## config.mk

```make
export PLATFORM = sky130hd
export DESIGN_NAME = raw_result_duplicate_filter_top_flat
export DESIGN_NICKNAME = d
export VERILOG_FILES = /design/src/rtl/rdf_pkg.sv /design/src/rtl/rdf_if.sv /design/src/rtl/raw_result_duplicate_filter_top.sv /design/src/rtl/rdf_key_store.sv /design/src/flat_wrapper.sv
export SDC_FILE = /design/constraint.sdc
export NUM_CORES = 2
export LEC_CHECK = 0
export CAP_MARGIN = 25
export CORE_ASPECT_RATIO = 0.6
export CORE_MARGIN = 2
export CORE_UTILIZATION = 50
export CTS_BUF_LIST = sky130_fd_sc_hd__clkbuf_2
export DETAILED_ROUTE_END_ITERATION = 6
export DONT_BUFFER_PORTS = 1
export HOLD_SLACK_MARGIN = 0.12
export PLACE_DENSITY = 0.69
export SLEW_MARGIN = 20
export SYNTH_ARGS = -nofsm -noshare
export SYNTH_HDL_FRONTEND = slang
export SYNTH_HIERARCHICAL = 1
export SYNTH_SLANG_ARGS = --single-unit
```

## constraint.sdc

```tcl
create_clock -name i_clk -period 7.75 [get_ports i_clk]
set_clock_uncertainty 0.2 [all_clocks]
set_input_delay 1.55 -clock i_clk [delete_from_list [all_inputs] [get_ports i_clk]]
set_output_delay 1.55 -clock i_clk [all_outputs]
set_load 0.005 [all_outputs]
```

## src/rtl/rdf_pkg.sv

```systemverilog
// ----------------------------------------------------------------------------
// rdf_pkg
// Types and constants of the raw result duplicate filter.
// ----------------------------------------------------------------------------
`default_nettype none

package rdf_pkg;

    localparam int DEF_ENTRIES = 32;

    localparam int CMD_W  = 1;
    localparam int JOB_W  = 8;
    localparam int WORD_W = 32;

    localparam logic [CMD_W-1:0] CMD_CHECK = 1'b0;
    localparam logic [CMD_W-1:0] CMD_CLEAR = 1'b1;

    typedef struct packed {
        logic [JOB_W-1:0]  job_id;
        logic [WORD_W-1:0] nonce;
        logic [WORD_W-1:0] ver_roll;
        logic [WORD_W-1:0] hist_rev;
    } t_key;

    typedef enum logic [1:0] {
        ST_IDLE,
        ST_SCAN,
        ST_INS,
        ST_DONE
    } t_state;

endpackage

`default_nettype wire

```

## src/rtl/rdf_if.sv

```systemverilog
// ----------------------------------------------------------------------------
// rdf_in_if / rdf_out_if
// Valid/ready channels of the duplicate filter: check items in, verdicts out.
// ----------------------------------------------------------------------------
`default_nettype none

interface rdf_in_if;
    import rdf_pkg::*;

    logic                valid;
    logic                ready;
    logic [CMD_W-1:0]    cmd;
    logic [JOB_W-1:0]    job_id;
    logic [WORD_W-1:0]   nonce;
    logic [WORD_W-1:0]   ver_roll;
    logic [WORD_W-1:0]   hist_rev;

    modport source (
        output valid, cmd, job_id, nonce, ver_roll, hist_rev,
        input  ready
    );
    modport sink (
        input  valid, cmd, job_id, nonce, ver_roll, hist_rev,
        output ready
    );
endinterface

interface rdf_out_if;
    logic valid;
    logic ready;
    logic is_new;

    modport source (output valid, is_new, input ready);
    modport sink (input valid, is_new, output ready);
endinterface

`default_nettype wire

```

## src/rtl/raw_result_duplicate_filter_top.sv

```systemverilog
// ----------------------------------------------------------------------------
// raw_result_duplicate_filter_top
// Recent-result duplicate filter over a ring of stored keys.
// ----------------------------------------------------------------------------
// Usage:
//   i_in carries one item per handshake: cmd selects check or clear. A check
//   item gives one result on o_out: is_new = 1 when the key was unseen and
//   has been stored, 0 when it matched a stored key. A clear item empties
//   the filter and gives no result. A check walks the filled entries
//   through the single read port of the key memory, one entry per cycle,
//   stopping at the first match. A miss then stores the key in the insert
//   state; on an empty filter the walk is skipped. The verdict waits in the
//   done state until the output register is free. A check is accepted
//   again the cycle after the result moves into the output register. Keys
//   go in at a wrapping insert pointer, oldest first. Reset empties the
//   filter (fill count and pointer to zero); the key memory itself is not
//   cleared. While o_out is stalled the result is held and one more
//   finished check waits inside; further items are not taken.
// ----------------------------------------------------------------------------
`default_nettype none

module raw_result_duplicate_filter_top #(
    parameter int ENTRIES = rdf_pkg::DEF_ENTRIES
) (
    input  wire logic  i_clk,
    input  wire logic  i_rst_n,
    rdf_in_if.sink     i_in,
    rdf_out_if.source  o_out
);
    import rdf_pkg::*;

    localparam int ADDR_W = $clog2(ENTRIES);
    localparam int FILL_W = $clog2(ENTRIES + 1);

    t_state              r_state, n_state;
    t_key                r_key;
    t_key                rd_data;
    logic [ADDR_W-1:0]   r_ptr;
    logic [ADDR_W-1:0]   r_addr;
    logic [FILL_W-1:0]   r_fill;
    logic [FILL_W-1:0]   fill_m1;
    logic                r_issue_done;
    logic                r_rd_vld;
    logic                r_rd_last;
    logic                r_is_new;
    logic                r_out_vld;
    logic                r_out_is_new;

    logic                in_ready;
    logic                in_acc;
    logic                is_check;
    logic                issue;
    logic                last_addr;
    logic                hit;
    logic                miss_end;
    logic                mem_we;
    logic                out_free;

    assign in_acc    = i_in.valid && in_ready;
    assign is_check  = (i_in.cmd == CMD_CHECK);
    assign fill_m1   = r_fill - FILL_W'(1);
    assign last_addr = (r_addr == fill_m1[ADDR_W-1:0]);

    assign i_in.ready   = in_ready;
    assign o_out.valid  = r_out_vld;
    assign o_out.is_new = r_out_is_new;

    rdf_key_store #(
        .ENTRIES (ENTRIES)
    ) u_store (
        .i_clk   (i_clk),
        .i_we    (mem_we),
        .i_waddr (r_ptr),
        .i_wdata (r_key),
        .i_re    (issue),
        .i_raddr (r_addr),
        .o_rdata (rd_data)
    );

    // next state
    always_comb begin
        n_state = r_state;
        case (r_state)
            ST_IDLE: begin
                if (in_acc && is_check) begin
                    n_state = (r_fill == '0) ? ST_INS : ST_SCAN;
                end
            end
            ST_SCAN: begin
                if (hit) begin
                    n_state = ST_DONE;
                end else if (miss_end) begin
                    n_state = ST_INS;
                end
            end
            ST_INS: begin
                n_state = ST_DONE;
            end
            ST_DONE: begin
                if (out_free) begin
                    n_state = ST_IDLE;
                end
            end
            default: begin
                n_state = ST_IDLE;
            end
        endcase
    end

    // state outputs
    always_comb begin
        in_ready = (r_state == ST_IDLE);
        issue    = (r_state == ST_SCAN) && !r_issue_done;
        mem_we   = (r_state == ST_INS);
        hit      = (r_state == ST_SCAN) && r_rd_vld && (rd_data == r_key);
        miss_end = (r_state == ST_SCAN) && r_rd_vld && r_rd_last && !hit;
        out_free = !r_out_vld || o_out.ready;
    end

    always_ff @(posedge i_clk) begin
        if (!i_rst_n) begin
            r_state      <= ST_IDLE;
            r_ptr        <= '0;
            r_fill       <= '0;
            r_issue_done <= 1'b0;
            r_rd_vld     <= 1'b0;
            r_rd_last    <= 1'b0;
            r_out_vld    <= 1'b0;
        end else begin
            r_state   <= n_state;
            r_rd_vld  <= issue;
            r_rd_last <= issue && last_addr;

            if (in_acc && !is_check) begin
                r_ptr  <= '0;
                r_fill <= '0;
            end else if (mem_we) begin
                r_ptr <= (r_ptr == ADDR_W'(ENTRIES - 1)) ? '0 : r_ptr + ADDR_W'(1);
                if (r_fill != FILL_W'(ENTRIES)) begin
                    r_fill <= r_fill + FILL_W'(1);
                end
            end

            if (in_acc) begin
                r_issue_done <= 1'b0;
            end else if (issue && last_addr) begin
                r_issue_done <= 1'b1;
            end

            if (r_state == ST_DONE && out_free) begin
                r_out_vld <= 1'b1;
            end else if (o_out.ready) begin
                r_out_vld <= 1'b0;
            end
        end
    end

    // payload, no reset
    always_ff @(posedge i_clk) begin
        if (in_acc) begin
            r_key.job_id   <= i_in.job_id;
            r_key.nonce    <= i_in.nonce;
            r_key.ver_roll <= i_in.ver_roll;
            r_key.hist_rev <= i_in.hist_rev;
            r_addr         <= '0;
        end else if (issue && !last_addr) begin
            r_addr <= r_addr + ADDR_W'(1);
        end

        if (hit) begin
            r_is_new <= 1'b0;
        end else if (mem_we) begin
            r_is_new <= 1'b1;
        end

        if (r_state == ST_DONE && out_free) begin
            r_out_is_new <= r_is_new;
        end
    end

endmodule

`default_nettype wire

```

## src/rtl/rdf_key_store.sv

```systemverilog
// ----------------------------------------------------------------------------
// rdf_key_store
// Key memory: one write port, one read port, read data registered.
// ----------------------------------------------------------------------------
`default_nettype none

module rdf_key_store #(
    parameter int ENTRIES = rdf_pkg::DEF_ENTRIES
) (
    input  wire logic                        i_clk,
    input  wire logic                        i_we,
    input  wire logic [$clog2(ENTRIES)-1:0]  i_waddr,
    input  wire rdf_pkg::t_key               i_wdata,
    input  wire logic                        i_re,
    input  wire logic [$clog2(ENTRIES)-1:0]  i_raddr,
    output rdf_pkg::t_key                    o_rdata
);
    import rdf_pkg::*;

    t_key r_mem [ENTRIES];

    always_ff @(posedge i_clk) begin
        if (i_we) begin
            r_mem[i_waddr] <= i_wdata;
        end
    end

    always_ff @(posedge i_clk) begin
        if (i_re) begin
            o_rdata <= r_mem[i_raddr];
        end
    end

endmodule

`default_nettype wire

```

## src/flat_wrapper.sv

```systemverilog
// flat-port wrapper written by rule: the top's interface ports become plain ports
module raw_result_duplicate_filter_top_flat import rdf_pkg::*;
#(
    parameter int ENTRIES = rdf_pkg::DEF_ENTRIES
)
  (i_clk, i_rst_n, i_in_valid, i_in_cmd, i_in_job_id, i_in_nonce, i_in_ver_roll, i_in_hist_rev, i_in_ready, o_out_valid, o_out_is_new, o_out_ready);
  rdf_in_if i_in_i ();
  rdf_out_if o_out_i ();
  input  wire logic i_clk;
  input  wire logic i_rst_n;
  input wire logic [$bits(i_in_i.valid)-1:0] i_in_valid;
  input wire logic [$bits(i_in_i.cmd)-1:0] i_in_cmd;
  input wire logic [$bits(i_in_i.job_id)-1:0] i_in_job_id;
  input wire logic [$bits(i_in_i.nonce)-1:0] i_in_nonce;
  input wire logic [$bits(i_in_i.ver_roll)-1:0] i_in_ver_roll;
  input wire logic [$bits(i_in_i.hist_rev)-1:0] i_in_hist_rev;
  output wire logic [$bits(i_in_i.ready)-1:0] i_in_ready;
  output wire logic [$bits(o_out_i.valid)-1:0] o_out_valid;
  output wire logic [$bits(o_out_i.is_new)-1:0] o_out_is_new;
  input wire logic [$bits(o_out_i.ready)-1:0] o_out_ready;
  assign i_in_i.valid = i_in_valid;
  assign i_in_i.cmd = i_in_cmd;
  assign i_in_i.job_id = i_in_job_id;
  assign i_in_i.nonce = i_in_nonce;
  assign i_in_i.ver_roll = i_in_ver_roll;
  assign i_in_i.hist_rev = i_in_hist_rev;
  assign i_in_ready = i_in_i.ready;
  assign o_out_valid = o_out_i.valid;
  assign o_out_is_new = o_out_i.is_new;
  assign o_out_i.ready = o_out_ready;
  raw_result_duplicate_filter_top #(.ENTRIES(ENTRIES)) u_core (.i_clk(i_clk), .i_rst_n(i_rst_n), .i_in(i_in_i), .o_out(o_out_i));
endmodule
```

# [Yosys cells after proc, flatten, opt, wreduce, memory -nomap -nowiden]
# Memories as Yosys holds them, arrays and structs flattened. A register that Yosys moved wholly into a read port is not among the register bits.
# Index checks and enable logic that the tools add are counted.
[word_totals] mem_bits_rw=3328 mem_count=1 in_bits=109 output_inout_bits=3 register_bits=128 elab_cells=65
[classes] mux=11 add_sub_neg=4 reduce_logical=23 bitwise_logic=2 eq_ne=10
[memory_table] memory="u_core.u_store.r_mem" words=32 width=104 rd=1 rd_clocked_by_memory_dff=1 write_ports=1 line_no="rdf_key_store.sv:20" text="t_key r_mem [ENTRIES];"
[ops] operator="== test 104 bit" n=1
[ops] operator="logical AND 1 bit" n=11
[ops] operator="adder 5 x 1 -> 5 bit, second input constant" n=2
[ops] operator="two-way mux 2 bit" n=5
[ops] operator="one-hot mux 2 bit (4 select lines)" n=1
[ops] operator="adder 6 x 1 -> 6 bit, second input constant" n=1
[ops] operator="logical NOT 6 bit" n=1
[ops] operator="!= test 6 bit, second input constant" n=1
[ops] operator="== test 5 bit" n=1
[ops] operator="== test 5 bit, second input constant" n=1
[ops] operator="two-way mux 5 bit" n=1
[ops] operator="subtractor 5 x 1 -> 5 bit, second input constant" n=1
[ops] operator="== test 2 bit, second input constant" n=2
[ops] operator="logical NOT 1 bit" n=4
[ops] operator="two-way mux 1 bit" n=4
[ops] operator="OR reduction 2 bit" n=2
[ops] operator="!= test 3 x 1 -> 1 bit, second input constant" n=1
[ops] operator="AND reduction 3 bit" n=1
[ops] operator="== test 2 x 1 -> 1 bit, second input constant" n=1
[ops] operator="logical NOT 2 bit" n=1
[ops] operator="!= test 2 x 1 -> 1 bit, second input constant" n=1
[ops] operator="!= test 2 bit, second input constant" n=1
[ops] operator="inverter 1 bit" n=2
[ops] operator="AND reduction 2 bit" n=1
[ops] operator="2 further kinds" n=2

# [Longest topological paths before layout]
[depth] ltp_word=8 depth_mapped=9 mapped_depth_nobuf=8

# [By module]
# The synthesis kept the hierarchy.
[by_module_without_submodules] module="rdf_key_store" cells_per_inst=6040 seq_area_each_um2=103058.8 area_each_um2=129481.7 instances=1
[by_module_without_submodules] module="raw_result_duplicate_filter_top" cells_per_inst=408 seq_area_each_um2=3613.5 area_each_um2=5670.4 instances=1

# [Worst setup path after synthesis]
# No wires, ideal clock.
[synth_timing] kind="reg2reg" startpoint="register u_core.r_state[1]" endpoint="register u_core.r_addr[3]" stages_incl_launch_ff=7 arrival_ps=6489 required_time_ps=7430 period_less_slack_ps=6809 setup_time_ps=120 setup_slack_ps=941 n_path_buf=0 path_cell_list="dfxtp_1 > inv_1 > ha_1 > nor2b_1 > o21ai_2 > or3_1 > a21oi_1"
[synth_via] elab_chain_cells=3 word_cells_on_any_way=5 cone_classes="eq/ne (1); reduce/logical (4)"
[synth_lines] element="start: declaration" line_no="raw_result_duplicate_filter_top.sv:35" text="t_state r_state, n_state;"
[synth_lines] element="start signal: assignment" line_no="raw_result_duplicate_filter_top.sv:130" text="r_state <= n_state;"
[synth_lines] element="== test 2 x 1 -> 1 bit" line_no="raw_result_duplicate_filter_top.sv:113" text="issue = (r_state == ST_SCAN) && !r_issue_done;"
[synth_lines] element="logical AND 1 bit" line_no="raw_result_duplicate_filter_top.sv:113"
[synth_lines] element="net u_core.issue" line_no="raw_result_duplicate_filter_top.sv:52" text="logic issue;"
[synth_lines] element="logical AND 1 bit" line_no="raw_result_duplicate_filter_top.sv:166" text="end else if (issue && !last_addr) begin"
[synth_lines] element="end signal: assignment" line_no="raw_result_duplicate_filter_top.sv:167" text="r_addr <= r_addr + ADDR_W'(1);"
[synth_lines] element="end: declaration" line_no="raw_result_duplicate_filter_top.sv:39" text="logic [ADDR_W-1:0] r_addr;"
# The timed path passes the listed nets, and every way through them passes these cells.
# A chain may end at the register's enable or synchronous reset.

# [Worst setup path after layout]
[layout_timing] startpoint="register u_core.r_state[1]" endpoint="output i_in_ready"
[layout_via] elab_chain_cells=1
[layout_lines] element="logical NOT 2 bit" line_no="raw_result_duplicate_filter_top.sv:112" text="in_ready = (r_state == ST_IDLE);"
[layout_lines] element="end: declaration" line_no="flat_wrapper.sv:17" text="output wire logic [$bits(i_in_i.ready)-1:0] i_in_ready;"
# Every way passes these cells.

==> summary.txt <==
Run status
  – Run status: complete, no violations

Place
  – Final HPWL from detailed placement: approximately 190000 um
  – Count of input and output buffers: 0
  – Final GP Congestion: approximately 0.84
  – Placement Cell Area: 140500 um^2

Synthesis
  – Nets in the synthesized netlist: about 6600
  – Register area share after synthesis: 78.93%
  – Post-synth cell types: 61
  – Count of flip-flops with a built-in enable after synthesis: 3537
  – Post-Synthesis Cell Area: between 100000 and 150000 um^2
  – Syn Area/Cell: 20.96 um^2
  – Seq cells post-synth: 3560
  – Post-synthesis instance total: 6448
  – Yosys warns: 6
  – Primary FF master, synth: sky130_fd_sc_hd__edfxtp_1
  – Async S/R FF share, synth: 0%

Clock tree
  – Clock tree root driver cell: sky130_fd_sc_hd__clkbuf_2
  – Clock Latency Late Sink: 1.88 ns
  – Clock Tree Buf Depth: 4
  – Number of clock sinks seen by CTS: 3560
  – Worst-path clk slew: 0.12 ns
  – Post-CTS setup-driven buffer insertion count: 0
  – TritonCTS Buffers: 755
  – CTS tree: built
  – H-Tree Depth: 6
  – Count of instances resized after the clock tree is built: 0

Worst hold path
  – Beginning of the worst hold path: i_in_hist_rev[0]
  – Type of the most critical hold path: in -> reg

STA
  – Fin crit share: 60.29%
  – Unrepaired setup endpoints after global routing: false
  – Fin. Hold Viols: 0
  – Final critical-path required period: 4.673 ns
  – Total Negative Setup Slacks: 0 ns
  – Worst slew margin relative to its limit: 19.32%
  – Final setup violating endpoints: 0
  – Worst Tran Pin Value: roughly 1.2 ns
  – Fmax: 0.2140 GHz
  – Max Slew Vio Count: 0

Global route
  – Number of antenna violations at the first check in global routing: 19
  – Grt met3 use: 11.09%
  – Aggregate global-route resource usage: roughly a quarter
  – Wire length of the first global-routing pass: between 500000 and 600000 um
  – Met1 routing resource usage after global routing: 38.60%
  – Most crowded layer after global routing: met1
  – Number of global-route vias before repair: 70400
  – Met2 Track Usage GR: between 30% and 40%
  – Pin count of the biggest net entering global routing: ~130
  – Overflow left after global routing: 0

Floorplan
  – DIE AREA: 274600 um^2
  – Count of standard-cell rows: 147
  – Initial core utilization: 50.40%
  – Area of the core: 268200 um^2
  – Number of top-level pins: 112
  – Height of the die: 406.7 um
  – Chip Width: 675.2 um

Critical path
  – Critical Path RT: 6.00 ns
  – Slowest stage cell on the critical path: sky130_fd_sc_hd__ha_1
  – CP peak stage delay: 0.56 ns
  – CP Launch Point: u_core/r_state[1]$_SDFFE_PN0P_
  – CP startpoint kind: flop
  – Critical path class: reg -> out
  – Cell-by-cell trace of the critical path: inv_1, ha_1
  – Arr. time, crit path: 2.92 ns
  – Worst Path Max Fanout: 6
  – Reg-to-reg startpoint: u_core/r_state[1]$_SDFFE_PN0P_
  – Crit end category: output port

Layout
  – Fraction of final layout cells with drive strength greater than 1: 24.84%
  – Net count of the finished layout: 7436
  – Growth of design area from synthesis to finish: 10.52%
  – Summed area of non-filler cells in the final layout: 149400 um^2
  – Number of inserted filler cells in the final layout: a little over 20000

Pwr
  – Sw frac: approximately 29%
  – Int Pwr: 29.43 mW
  – Leakage power: 45.92 nW
  – Power after layout: 41.41 mW
  – VDD IR-drop max: 0.2021 mV
  – Power density of the placed cells: 277.2 nW/um^2
  – Share of power burned in the clock network: a little over a quarter
  – Power dissipated by switching net loads: 11.98 mW
  – Sequential cell fraction of total power: 56.4%
  – Gate power share: 16.4%

Routing
  – Overall via count from detail_route: 71850
  – TritonRoute pass-1 iters: 6
  – Total length of routed wires: 364100 um
  – Post-DR wirelength/cell: 31.90 um
  – Number of nets with antenna violations after detailed routing: 0
  – Via-per-instance ratio: ~6.3
  – Initial DRC count: 10140
  – DRC violations left: 0

Run
  – Reported max-cap violation count: 0
final timing paths:
check | slack, ns | end | cells after the start
hold / removal | 0.27 | u_core/r_key[0]$_DFFE_PP_ | 1
hold reg to reg | 0.36 | u_core/r_addr[4]$_SDFFE_PP0P_ | 2
setup reg to reg | 3.24 | u_core/u_store/r_mem[21][88]$_DFFE_PP_ | 5
setup / recovery | 3.08 | i_in_ready | 2
cell families (layout without fill, tap and decap cells):
kind of cell	Yosys count	count (layout)	share of synthesized area [%]
AOI/OAI and AO/OA	704	704	3.924
adders and majority gates	10	10	0.09258
DFF	3560	3560	78.93
muxes	1239	1239	13.16
other	0	11	0
and+or+nand+nor	467	467	1.860
xor gates and xnor gates	100	100	0.6480
buffers and inverters	368	1747	1.391
critical path: cells and delay by family (launching register included):
kind,cells,cell delay (ns)
DFF,1,0.37
adders and majority gates,1,0.56
buffers and inverters,1,0.12
metrics by stage:
stage	hold slack, ns	setup slack, ns	util (%)	instances
after global routing	0.1654	2.915	55.69	11410
after floorplan	0.2090	0.9412	-	6448
after detailed placement	0.3349	3.445	52.38	9914
after global placement	0.3241	2.630	52.33	9910
after CTS	0.1277	2.960	55.57	11390
final	0.2712	3.077	55.70	11410
power groups by stage:
stage / combinational [mW] / sequential (mW) / clock (mW)
after global placement: 6.40 / 23.8 / 0
final: 6.79 / 23.4 / 11.2
after floorplan: 3.59 / 24.3 / 0
after global routing: 7.21 / 23.4 / 12.4
after CTS: 6.65 / 23.4 / 11.5
after detailed placement: 6.55 / 23.9 / 0
cells in the final DEF (no fill, tap or decap), types with 6 or more instances in the layout:
cell type	Yosys	final
sky130_fd_sc_hd__xnor2_1	31	30
sky130_fd_sc_hd__buf_16	0	7
sky130_fd_sc_hd__and2_1	15	13
sky130_fd_sc_hd__dfxtp_1	23	18
sky130_fd_sc_hd__inv_1	16	16
sky130_fd_sc_hd__clkbuf_2	1	1117
sky130_fd_sc_hd__nor4_1	13	9
sky130_fd_sc_hd__nand3b_1	6	6
sky130_fd_sc_hd__o21ai_0	7	7
sky130_fd_sc_hd__a22oi_1	542	542
sky130_fd_sc_hd__nor2_1	61	24
sky130_fd_sc_hd__nor2b_1	34	21
sky130_fd_sc_hd__clkinv_2	0	13
sky130_fd_sc_hd__nand4_1	60	60
sky130_fd_sc_hd__inv_2	0	15
sky130_fd_sc_hd__buf_12	0	28
sky130_fd_sc_hd__mux4_2	430	430
sky130_fd_sc_hd__xor2_2	0	6
sky130_fd_sc_hd__buf_4	56	213
sky130_fd_sc_hd__clkinvlp_4	0	8
sky130_fd_sc_hd__nor2_4	0	35
sky130_fd_sc_hd__nand2_1	24	24
sky130_fd_sc_hd__buf_8	0	8
sky130_fd_sc_hd__a2bb2oi_1	14	14
sky130_fd_sc_hd__clkinv_1	0	95
sky130_fd_sc_hd__mux2i_1	809	809
sky130_fd_sc_hd__nor3_1	6	6
sky130_fd_sc_hd__nand3_1	215	215
sky130_fd_sc_hd__diode_2	0	11
sky130_fd_sc_hd__edfxtp_1	3537	3537
sky130_fd_sc_hd__a22o_1	56	56
sky130_fd_sc_hd__nand2b_1	8	8
sky130_fd_sc_hd__xor2_1	69	63
sky130_fd_sc_hd__bufinv_16	0	10
sky130_fd_sc_hd__a31oi_1	56	56
sky130_fd_sc_hd__a21oi_1	8	8
sky130_fd_sc_hd__ha_1	10	10
sky130_fd_sc_hd__dlygate4sd3_1	0	206
sky130_fd_sc_hd__nor2b_4	0	10
area by class of cell:
type	instances	area (um^2)	share of cell area [%]
antenna	11	27.53	0.01843
tap	3576	4474	2.996
sequential	3560	106700	71.43
clock buffer	1117	5590	3.743
clock inverter	150	917.1	0.6140
multi-input combinational	2520	27050	18.11
timing repair buffer	464	4557	3.051
inverter	16	60.06	0.04021
synthesized netlist by cell type (all sizes together) (24+ instances only):
cell type | instances | area (um^2)
a22o | 56 | 490.5
a22oi | 542 | 4069
a31oi | 57 | 362.8
buf | 221 | 1326
clkbuf | 131 | 493.0
edfxtp | 3537 | 106200
mux2i | 809 | 8098
mux4 | 430 | 9684
nand2 | 24 | 90.09
nand3 | 216 | 1086
nand4 | 61 | 387.9
nor2 | 62 | 235.2
nor2b | 34 | 212.7
xnor2 | 31 | 271.5
xor2 | 69 | 604.3
per-layer routing:
metal | vias up | part of all wire (%)
met3 | 592 | 15
met1 | 37260 | 41
met5 | - | 0.035
met4 | 22 | 2.1
li1 | 29050 | -
met2 | 4934 | 42
sequential cells by signal, summed over array words and instances (netlist names), 2 cells and up:
signal                  cells
u_core/r_ptr                5
u_core/u_store/r_mem     3328
u_core/r_state              2
u_core/r_key              104
u_core/u_store/o_rdata    104
u_core/r_fill               6
u_core/r_addr               5
timing repair:
action,4_1_cts,5_1_grt
endpoints found under the setup margin,0,0
endpoints found under the hold margin,139,0
hold buffers,206,0
(Power assumes the default switching activity.)
